### src/rtl/nac_pkg.sv
// Shared types, codes and constants of the NRMSE accuracy checker.
package nac_pkg;

  // Sample and field widths
  localparam int SAMPLE_W    = 16;
  localparam int THRESH_W    = 32;
  localparam int FLOOR_W     = 16;
  localparam int SUM_W       = 64;
  localparam int PAIR_CNT_W  = 25;
  localparam int CFG_DATA_W  = 32;
  localparam int CFG_IDX_W   = 1;

  // Stream payload layout
  localparam int IN_DATA_W   = 2 * SAMPLE_W;
  localparam int OUT_BITS    = 2 + SUM_W + FLOOR_W + PAIR_CNT_W;
  localparam int OUT_DATA_W  = ((OUT_BITS + 7) / 8) * 8;

  // Multiplier sequence geometry: p = threshold * den is split in two halves
  localparam int PROD_P_W    = THRESH_W + FLOOR_W;
  localparam int P_HALF      = PROD_P_W / 2;
  localparam int SQ_W        = 2 * PROD_P_W;
  localparam int MUL_A_W     = 32;
  localparam int LIMB_W      = 32;
  localparam int SUM_SHIFT   = 32;

  // Defaults
  localparam int COUNT_BITS_DEFAULT = 24;
  localparam logic [THRESH_W-1:0] THRESH_RESET = THRESH_W'(655);
  localparam logic [FLOOR_W-1:0]  FLOOR_RESET  = FLOOR_W'(1);

  // Configuration register indexes
  localparam logic [CFG_IDX_W-1:0] CFG_THRESHOLD   = CFG_IDX_W'(0);
  localparam logic [CFG_IDX_W-1:0] CFG_RANGE_FLOOR = CFG_IDX_W'(1);

  // Controller states
  typedef enum logic [3:0] {
    ST_IDLE,
    ST_DEN,
    ST_MUL_P,
    ST_SQ_LL,
    ST_SQ_LH,
    ST_SQ_HH,
    ST_RHS_0,
    ST_RHS_1,
    ST_RHS_2,
    ST_EMIT
  } nac_state_t;

  // Operations of the shared multiplier
  typedef enum logic [2:0] {
    MUL_NONE,
    MUL_P,
    MUL_LL,
    MUL_LH,
    MUL_HH,
    MUL_R0,
    MUL_R1,
    MUL_R2
  } mul_op_t;

  // Controller to datapath
  typedef struct packed {
    logic    take;
    logic    load_den;
    mul_op_t op;
    logic    emit;
  } nac_cmd_t;

  // Datapath to controller
  typedef struct packed {
    logic out_free;
  } nac_stat_t;

endpackage

### src/rtl/nac_ctrl.sv
// Controller state machine: intake, verdict multiply sequence and emit.
module nac_ctrl
  import nac_pkg::*;
(
  input  logic      clk,
  input  logic      rst,
  input  logic      in_valid,
  input  logic      in_last,
  input  nac_stat_t stat,
  output nac_cmd_t  cmd
);

  nac_state_t state;
  nac_state_t state_next;

  // State register
  always_ff @(posedge clk) begin
    if (rst) begin
      state <= ST_IDLE;
    end else begin
      state <= state_next;
    end
  end

  // Next state and commands
  always_comb begin
    state_next   = state;
    cmd.take     = 1'b0;
    cmd.load_den = 1'b0;
    cmd.op       = MUL_NONE;
    cmd.emit     = 1'b0;
    case (state)
      ST_IDLE: begin
        cmd.take = 1'b1;
        if (in_valid && in_last) begin
          state_next = ST_DEN;
        end
      end
      ST_DEN: begin
        cmd.load_den = 1'b1;
        state_next   = ST_MUL_P;
      end
      ST_MUL_P: begin
        cmd.op     = MUL_P;
        state_next = ST_SQ_LL;
      end
      ST_SQ_LL: begin
        cmd.op     = MUL_LL;
        state_next = ST_SQ_LH;
      end
      ST_SQ_LH: begin
        cmd.op     = MUL_LH;
        state_next = ST_SQ_HH;
      end
      ST_SQ_HH: begin
        cmd.op     = MUL_HH;
        state_next = ST_RHS_0;
      end
      ST_RHS_0: begin
        cmd.op     = MUL_R0;
        state_next = ST_RHS_1;
      end
      ST_RHS_1: begin
        cmd.op     = MUL_R1;
        state_next = ST_RHS_2;
      end
      ST_RHS_2: begin
        cmd.op     = MUL_R2;
        state_next = ST_EMIT;
      end
      ST_EMIT: begin
        // hold until the output register is free
        if (stat.out_free) begin
          cmd.emit   = 1'b1;
          state_next = ST_IDLE;
        end
      end
      default: begin
        state_next = ST_IDLE;
      end
    endcase
  end

endmodule

### src/rtl/nac_datapath.sv
// Datapath: accumulators, extremes, shared multiplier and result register.
module nac_datapath
  import nac_pkg::*;
#(
  parameter int COUNT_BITS = COUNT_BITS_DEFAULT
) (
  input  logic                   clk,
  input  logic                   rst,
  input  nac_cmd_t               cmd,
  output nac_stat_t              stat,
  input  logic                   cfg_we,
  input  logic [CFG_IDX_W-1:0]   cfg_index,
  input  logic [CFG_DATA_W-1:0]  cfg_data,
  input  logic                   in_valid,
  input  logic [IN_DATA_W-1:0]   in_data,
  output logic                   out_valid,
  input  logic                   out_ready,
  output logic [OUT_DATA_W-1:0]  out_data
);

  localparam int CNT_W  = COUNT_BITS + 1;
  localparam int MB_W   = (CNT_W > MUL_A_W) ? CNT_W : MUL_A_W;
  localparam int PROD_W = MUL_A_W + MB_W;
  localparam int RHS_W  = SQ_W + MB_W;
  localparam logic [CNT_W-1:0] CNT_MAX = CNT_W'(1) << COUNT_BITS;

  // Configuration registers
  logic [THRESH_W-1:0] threshold;
  logic [FLOOR_W-1:0]  range_floor;

  // Tensor state
  logic [SUM_W-1:0]           sum_sq;
  logic [CNT_W-1:0]           count;
  logic signed [SAMPLE_W-1:0] act_high;
  logic signed [SAMPLE_W-1:0] act_low;
  logic signed [SAMPLE_W-1:0] ref_high;
  logic signed [SAMPLE_W-1:0] ref_low;

  // Intake stage
  logic                  mag_valid;
  logic [SAMPLE_W-1:0]   mag;
  logic                  accept;
  logic signed [SAMPLE_W-1:0] a_s;
  logic signed [SAMPLE_W-1:0] r_s;
  logic signed [SAMPLE_W:0]   diff;
  logic [SAMPLE_W:0]          diff_abs;

  // Verdict datapath
  logic [FLOOR_W-1:0]   den;
  logic [FLOOR_W-1:0]   ra;
  logic [FLOOR_W-1:0]   rr;
  logic [FLOOR_W-1:0]   den_next;
  logic [PROD_P_W-1:0]  p;
  logic [SQ_W-1:0]      sqr;
  logic [RHS_W-1:0]     rhs;
  logic [MUL_A_W-1:0]   mul_a;
  logic [MB_W-1:0]      mul_b;
  logic [PROD_W-1:0]    prod;
  logic [SAMPLE_W*2-1:0] sq_item;
  logic [SUM_W:0]       sum_ext;
  logic [RHS_W-1:0]     lhs;
  logic                 exact;
  logic                 ok;
  logic [CNT_W+PAIR_CNT_W-1:0] count_ext;

  assign accept        = in_valid && cmd.take;
  assign stat.out_free = !out_valid || out_ready;

  // Configuration writes
  always_ff @(posedge clk) begin
    if (rst) begin
      threshold   <= THRESH_RESET;
      range_floor <= FLOOR_RESET;
    end else if (cfg_we) begin
      case (cfg_index)
        CFG_THRESHOLD:   threshold   <= cfg_data[THRESH_W-1:0];
        CFG_RANGE_FLOOR: range_floor <= cfg_data[FLOOR_W-1:0];
        default: ;
      endcase
    end
  end

  // Difference magnitude of the incoming pair
  always_comb begin
    a_s      = in_data[SAMPLE_W-1:0];
    r_s      = in_data[IN_DATA_W-1:SAMPLE_W];
    diff     = {a_s[SAMPLE_W-1], a_s} - {r_s[SAMPLE_W-1], r_s};
    diff_abs = diff[SAMPLE_W] ? (SAMPLE_W+1)'(-diff) : diff;
  end

  // Register the magnitude before squaring
  always_ff @(posedge clk) begin
    if (rst) begin
      mag_valid <= 1'b0;
    end else begin
      mag_valid <= accept;
    end
    if (accept) begin
      mag <= diff_abs[SAMPLE_W-1:0];
    end
  end

  // Square and saturating accumulate
  always_comb begin
    sq_item = (SAMPLE_W*2)'(mag) * (SAMPLE_W*2)'(mag);
    sum_ext = {1'b0, sum_sq} + (SUM_W+1)'(sq_item);
  end

  // Tensor state: count, extremes, sum; clear on emit
  always_ff @(posedge clk) begin
    if (rst || cmd.emit) begin
      sum_sq   <= '0;
      count    <= '0;
      act_high <= '0;
      act_low  <= '0;
      ref_high <= '0;
      ref_low  <= '0;
    end else begin
      if (mag_valid) begin
        sum_sq <= sum_ext[SUM_W] ? {SUM_W{1'b1}} : sum_ext[SUM_W-1:0];
      end
      if (accept) begin
        if (count != CNT_MAX) begin
          count <= count + CNT_W'(1);
        end
        if (a_s > act_high) act_high <= a_s;
        if (a_s < act_low)  act_low  <= a_s;
        if (r_s > ref_high) ref_high <= r_s;
        if (r_s < ref_low)  ref_low  <= r_s;
      end
    end
  end

  // Denominator: largest of floor and the two zero-anchored ranges
  always_comb begin
    ra       = FLOOR_W'(act_high) - FLOOR_W'(act_low);
    rr       = FLOOR_W'(ref_high) - FLOOR_W'(ref_low);
    den_next = range_floor;
    if (ra > den_next) den_next = ra;
    if (rr > den_next) den_next = rr;
  end

  always_ff @(posedge clk) begin
    if (cmd.load_den) begin
      den <= den_next;
    end
  end

  // Operand select for the shared multiplier
  always_comb begin
    mul_a = '0;
    mul_b = '0;
    case (cmd.op)
      MUL_P: begin
        mul_a = threshold;
        mul_b = MB_W'(den);
      end
      MUL_LL: begin
        mul_a = MUL_A_W'(p[P_HALF-1:0]);
        mul_b = MB_W'(p[P_HALF-1:0]);
      end
      MUL_LH: begin
        mul_a = MUL_A_W'(p[P_HALF-1:0]);
        mul_b = MB_W'(p[PROD_P_W-1:P_HALF]);
      end
      MUL_HH: begin
        mul_a = MUL_A_W'(p[PROD_P_W-1:P_HALF]);
        mul_b = MB_W'(p[PROD_P_W-1:P_HALF]);
      end
      MUL_R0: begin
        mul_a = sqr[LIMB_W-1:0];
        mul_b = MB_W'(count);
      end
      MUL_R1: begin
        mul_a = sqr[2*LIMB_W-1:LIMB_W];
        mul_b = MB_W'(count);
      end
      MUL_R2: begin
        mul_a = sqr[3*LIMB_W-1:2*LIMB_W];
        mul_b = MB_W'(count);
      end
      default: ;
    endcase
    prod = PROD_W'(mul_a) * PROD_W'(mul_b);
  end

  // Accumulate partial products: p^2 into sqr, count * p^2 into rhs
  always_ff @(posedge clk) begin
    case (cmd.op)
      MUL_P:  p   <= prod[PROD_P_W-1:0];
      MUL_LL: sqr <= SQ_W'(prod);
      MUL_LH: sqr <= sqr + (SQ_W'(prod) << (P_HALF + 1));
      MUL_HH: sqr <= sqr + (SQ_W'(prod) << (2 * P_HALF));
      MUL_R0: rhs <= RHS_W'(prod);
      MUL_R1: rhs <= rhs + (RHS_W'(prod) << LIMB_W);
      MUL_R2: rhs <= rhs + (RHS_W'(prod) << (2 * LIMB_W));
      default: ;
    endcase
  end

  // Verdict: sum * 2^32 <= count * (threshold * den)^2
  always_comb begin
    lhs       = RHS_W'(sum_sq) << SUM_SHIFT;
    exact     = (sum_sq == '0);
    ok        = exact || (lhs <= rhs);
    count_ext = (CNT_W+PAIR_CNT_W)'(count);
  end

  // Result register
  always_ff @(posedge clk) begin
    if (rst) begin
      out_valid <= 1'b0;
    end else if (cmd.emit) begin
      out_valid <= 1'b1;
    end else if (out_ready) begin
      out_valid <= 1'b0;
    end
    if (cmd.emit) begin
      out_data <= OUT_DATA_W'({count_ext[PAIR_CNT_W-1:0], den, sum_sq, exact, ok});
    end
  end

endmodule

### src/rtl/nrmse_accuracy_check_core.sv
// Top level of the NRMSE accuracy checker: controller plus datapath.
//
//  channel  direction  handshake                     payload
//  s_axis   in         s_axis_tvalid/s_axis_tready   tdata: actual, reference; tlast
//  m_axis   out        m_axis_tvalid/m_axis_tready   tdata: verdict fields
//  cfg      in         cfg_we (no wait)              cfg_index, cfg_data
//
// Pairs are taken one per clock while the tensor streams in; only the
// squaring of a pair runs in the cycle after its transfer.
// After the last pair the verdict is worked out by the shared 32-bit
// multiplier, walking p = threshold*den, p^2 and count*p^2 in pieces.
// A finished verdict waits in the output register; the next tensor streams
// in meanwhile, and only its own verdict waits for that register to drain.
// Reset is synchronous and clears control, tensor and valid state; no clearing pass.
module nrmse_accuracy_check_core
  import nac_pkg::*;
#(
  parameter int COUNT_BITS = COUNT_BITS_DEFAULT
) (
  input  logic                  clk,
  input  logic                  rst,
  input  logic                  s_axis_tvalid,
  output logic                  s_axis_tready,
  // [15:0] actual_sample, [31:16] reference_sample
  input  logic [IN_DATA_W-1:0]  s_axis_tdata,
  input  logic                  s_axis_tlast,
  output logic                  m_axis_tvalid,
  input  logic                  m_axis_tready,
  // [0] pass, [1] exact_match, [65:2] error_sum, [81:66] range_used,
  // [106:82] pair_count, [111:107] zero
  output logic [OUT_DATA_W-1:0] m_axis_tdata,
  input  logic                  cfg_we,
  input  logic [CFG_IDX_W-1:0]  cfg_index,
  input  logic [CFG_DATA_W-1:0] cfg_data
);

  nac_cmd_t  cmd;
  nac_stat_t stat;

  assign s_axis_tready = cmd.take;

  // Sequencer
  nac_ctrl u_ctrl (
    .clk      (clk),
    .rst      (rst),
    .in_valid (s_axis_tvalid),
    .in_last  (s_axis_tlast),
    .stat     (stat),
    .cmd      (cmd)
  );

  // Arithmetic and storage
  nac_datapath #(
    .COUNT_BITS (COUNT_BITS)
  ) u_datapath (
    .clk       (clk),
    .rst       (rst),
    .cmd       (cmd),
    .stat      (stat),
    .cfg_we    (cfg_we),
    .cfg_index (cfg_index),
    .cfg_data  (cfg_data),
    .in_valid  (s_axis_tvalid),
    .in_data   (s_axis_tdata),
    .out_valid (m_axis_tvalid),
    .out_ready (m_axis_tready),
    .out_data  (m_axis_tdata)
  );

endmodule

### config.mk
export PLATFORM = sky130hd
export DESIGN_NAME = nrmse_accuracy_check_core
export DESIGN_NICKNAME = d
export VERILOG_FILES = /design/src/rtl/nac_pkg.sv /design/src/rtl/nac_ctrl.sv /design/src/rtl/nac_datapath.sv /design/src/rtl/nrmse_accuracy_check_core.sv
export SDC_FILE = /design/constraint.sdc
export NUM_CORES = 2
export LEC_CHECK = 0
export BUFFER_PORTS_ARGS = -buffer_cell sky130_fd_sc_hd__buf_2
export CAP_MARGIN = 5
export CORE_ASPECT_RATIO = 1.75
export CORE_MARGIN = 1.5
export CORE_UTILIZATION = 45
export DETAILED_ROUTE_END_ITERATION = 10
export PLACE_DENSITY = 0.69
export SLEW_MARGIN = 0
export SYNTH_ARGS = -nofsm -noshare
export SYNTH_HDL_FRONTEND = slang
export SYNTH_HIERARCHICAL = 1
export SYNTH_SLANG_ARGS = --single-unit
### constraint.sdc
create_clock -name clk -period 29.9 [get_ports clk]
set_input_delay 5.98 -clock clk [delete_from_list [all_inputs] [get_ports clk]]
set_output_delay 5.98 -clock clk [all_outputs]
set_load 0.1 [all_outputs]
==> out/qor.csv <==
stage,metric,value,unit
synth,ys_seq_elements,618,
finish,nets,10710,
cts,h-tree-depth,3,
finish,final_util,0.487,
synth,syn_avg_cell_area,8.81,µm²
routing,drt-initial-drc-count,5819,
power_and_ir_drop,leakagePower,39.7,nW
worst_setup_path,worst_setup_path_start_kind,flip-flop,
worst_setup_path,critPathTopFamily,compound AO/OA/AOI/OAI gates,
placement,placed_area,82700,µm²
worst_setup_path,r2r_slack,12150,ps
worst_setup_path,cp.arrival,18310,ps
finish,seq_area,16500,µm²
synth,synth_area,79100,µm²
job,cap_violations,0,
placement,hpwl,253000,µm
synth,ys_seq_area_frac,0.209,
synth,synthDominantCellAreaShare,0.226,
routing,via_per_inst,6.18,
sta,relSlewSlack,-0.00753,
hold_path,min_path_type,flip-flop to flip-flop,
synth,ys_warn_count,6,
finish,multi_input_area,56300,µm²
placement,place.gp.congestion,1.03,
power_and_ir_drop,p_comb_frac,0.796,
power_and_ir_drop,seqPwrFrac,0.116,
sta,maxSlewViolCount,6,
die,dieArea,178000,µm²
sta,worst_slew_pin_slew,1510,ps
cts,postCtsHoldBufs,0,
sta,finalSetupViolations,0,
placement,place_inst,11175,
outcome,status,"finished, violations left",
cts,clock_tree.root_cell,clkbuf_16,
worst_setup_path,path_buf_inv,10,
sta,finalCritPeriodShare,0.594,
cts,cts_tree,yes,
synth,synthFlopType,edfxtp_1,
worst_setup_path,required,30450,ps
grt,grt_pass1_wl,467000,µm
grt,grt_overflow,0,
worst_setup_path,crit_top_cell,fa_1,
routing,wl_per_cell,28.4,µm
power_and_ir_drop,pwr-share-clk,0.089,
routing,drt_wl_total,321000,µm
power_and_ir_drop,p_sw_frac,0.539,
worst_setup_path,slowest_stage,a211oi_1,
finish,final_area,85000,µm²
synth,synthCells,8979,
sta,max_freq,0.0563,GHz
cts,cts_buffer_depth,3,
finish,instances_no_fill,11311,
worst_setup_path,crit_start,u_ctrl/state[0],
die,die_height,557,µm
die,coreArea,175000,µm²
finish,drive_gt1_frac,0.0664,
sta,fin_crit,17750,ps
placement,port_buffers,179,
power_and_ir_drop,p_sw,5.56,mW
worst_setup_path,path_depth,47,
routing,drcViolationCount,0,
worst_setup_path,r2r_end,u_datapath/rhs[119],
synth,synth_cell_types,99,
cts,cts_resized,0,
finish,syn2layout_area_growth,7.57,%
sta,setup_tns,0,ps
cts,path_clk_slew,60,ps
worst_setup_path,end_kind,flip-flop,
synth,synth_top_cell_by_area,fa_1,
routing,num_vias,69852,
die,io_pins,185,
power_and_ir_drop,ir_drop,0.619,mV
cts,cts.sinks,618,
die,die_w,320,µm
synth,synth_edf_count,411,
worst_setup_path,cp_max_fo,36,
grt,gr-usage-all-layers,0.358,
synth,yosysMostFrequentCell,inv_1,
worst_setup_path,critPathKind,flip-flop to flip-flop,
cts,cts_setup_buffers,0,
outcome,violations,slew limit,
cts,insertion_delay,730,ps
grt,grt_pass1_vias,72451,
cts,cts_made_buffers,69,
worst_setup_path,worstReg2RegStart,u_ctrl/state[0],
worst_setup_path,r2r_cells,47,
finish,fill_cells,16529,
die,fp-row-count,203,
grt,grt_max_degree,73,
routing,antenna_left,0,
synth,synthTopCellsByCount,"1319 x inv_1, 1106 x nand2_1, 891 x fa_1",
die,start_util,0.452,
power_and_ir_drop,intPower,4.75,mW
power_and_ir_drop,p_per_area,121,nW/µm²
synth,synth_area_leaders,"fa_1 23%, edfxtp_1 16%, ha_1 12%",
sta,rsz0062_at_grt,false,
routing,dr.pass1.iters,6,
grt,antenna_found_initial,37,
synth,synthArstFlopShare,0,
sta,hold_violations,0,
worst_setup_path,crit_end,u_datapath/rhs[119],
worst_setup_path,critPathMaxStageDelay,1190,ps
sta,clock_skew,48.8,ps
[logic make-up after synthesis]
group	count (synthesis)	share of synthesized area
other	1	0.0000474
AO/OA/AOI/OAI	1879	0.154
XOR/XNOR	415	0.0461
adder cells (fa/ha/maj)	1648	0.345
buffers and inverters	1726	0.0830
AND/OR/NAND/NOR	2567	0.146
multiplexers	125	0.0161
flip-flops	618	0.209
[per-stage QoR]
stage               hold slack (ps)  power (mW)  setup WS, ps
CTS                             459        10.2         13120
global route                    476        11.2         12040
detailed placement              454        9.24         13280
global placement                444        9.14         13390
floorplan                       406        7.19         10940
finish                          454        10.3         12150
[layout by cell type, fill, tap and decap left out, drive strengths merged, types with 165 or more instances in the layout]
cell type | synthesis | layout
a21o | 238 | 238
o21ai | 356 | 356
xnor2 | 250 | 250
buf | 46 | 341
xor2 | 165 | 165
a21oi | 569 | 569
dfxtp | 207 | 207
ha | 757 | 757
nand2 | 1107 | 1107
edfxtp | 411 | 411
fa | 891 | 891
inv | 1321 | 1330
nor2 | 649 | 649
[power groups by stage]
| stage | logic (mW) | clock network [mW] | registers (mW) |
|---|---|---|---|
| detailed placement | 8.04 | 0 | 1.20 |
| global placement | 7.94 | 0 | 1.20 |
| floorplan | 6.09 | 0 | 1.10 |
| global route | 9.03 | 0.956 | 1.19 |
| CTS | 8.10 | 0.929 | 1.18 |
| finish | 8.21 | 0.916 | 1.19 |
[worst min-delay path by stage]
stage / startpoint / endpoint / slack (ps) / cells after the start
2_1_floorplan: u_datapath/count[3] / u_datapath/out_data[85] / 410 / 0
3_3_place_gp: u_datapath/act_low[12] / u_datapath/act_low[12] / 440 / 2
3_5_place_dp: u_datapath/act_low[13] / u_datapath/act_low[13] / 450 / 2
4_1_cts: u_datapath/den[2] / u_datapath/out_data[68] / 460 / 0
5_1_grt: u_datapath/threshold[8] / u_datapath/threshold[8] / 480 / 2
6_report: u_datapath/den[2] / u_datapath/out_data[68] / 450 / 0
[cell type report]
class                           instances  share of cell area
Antenna cell                           10            0.000294
Clock buffer                           78              0.0214
Clock inverter                         48             0.00612
Inverter                             1322              0.0583
Multi-Input combinational cell       6639               0.662
Sequential cell                       618               0.194
Tap cell                             2255              0.0332
Timing Repair Buffer                  341              0.0248
[per-layer routing]
metal | global-route usage | wire, µm
met1 | 0.365 | 105000
met2 | 0.617 | 155000
met3 | 0.0712 | 24700
met4 | 0.332 | 36400
met5 | 0 | 232
[registers in the layout, summed over array words and instances (netlist names)]
name and flops:
u_datapath/range_floor 16, u_datapath/sum_sq 64, u_datapath/threshold 32, u_datapath/mag_valid 1, u_datapath/ref_high 16, u_datapath/ref_low 16
u_datapath/p 48, u_datapath/sqr 96, u_ctrl/state 4, u_datapath/out_data 107, u_datapath/act_high 16, u_datapath/count 25
u_datapath/mag 16, u_datapath/act_low 16, u_datapath/den 16, u_datapath/rhs 128, u_datapath/out_valid 1
Power figures use the tool's default switching activity.
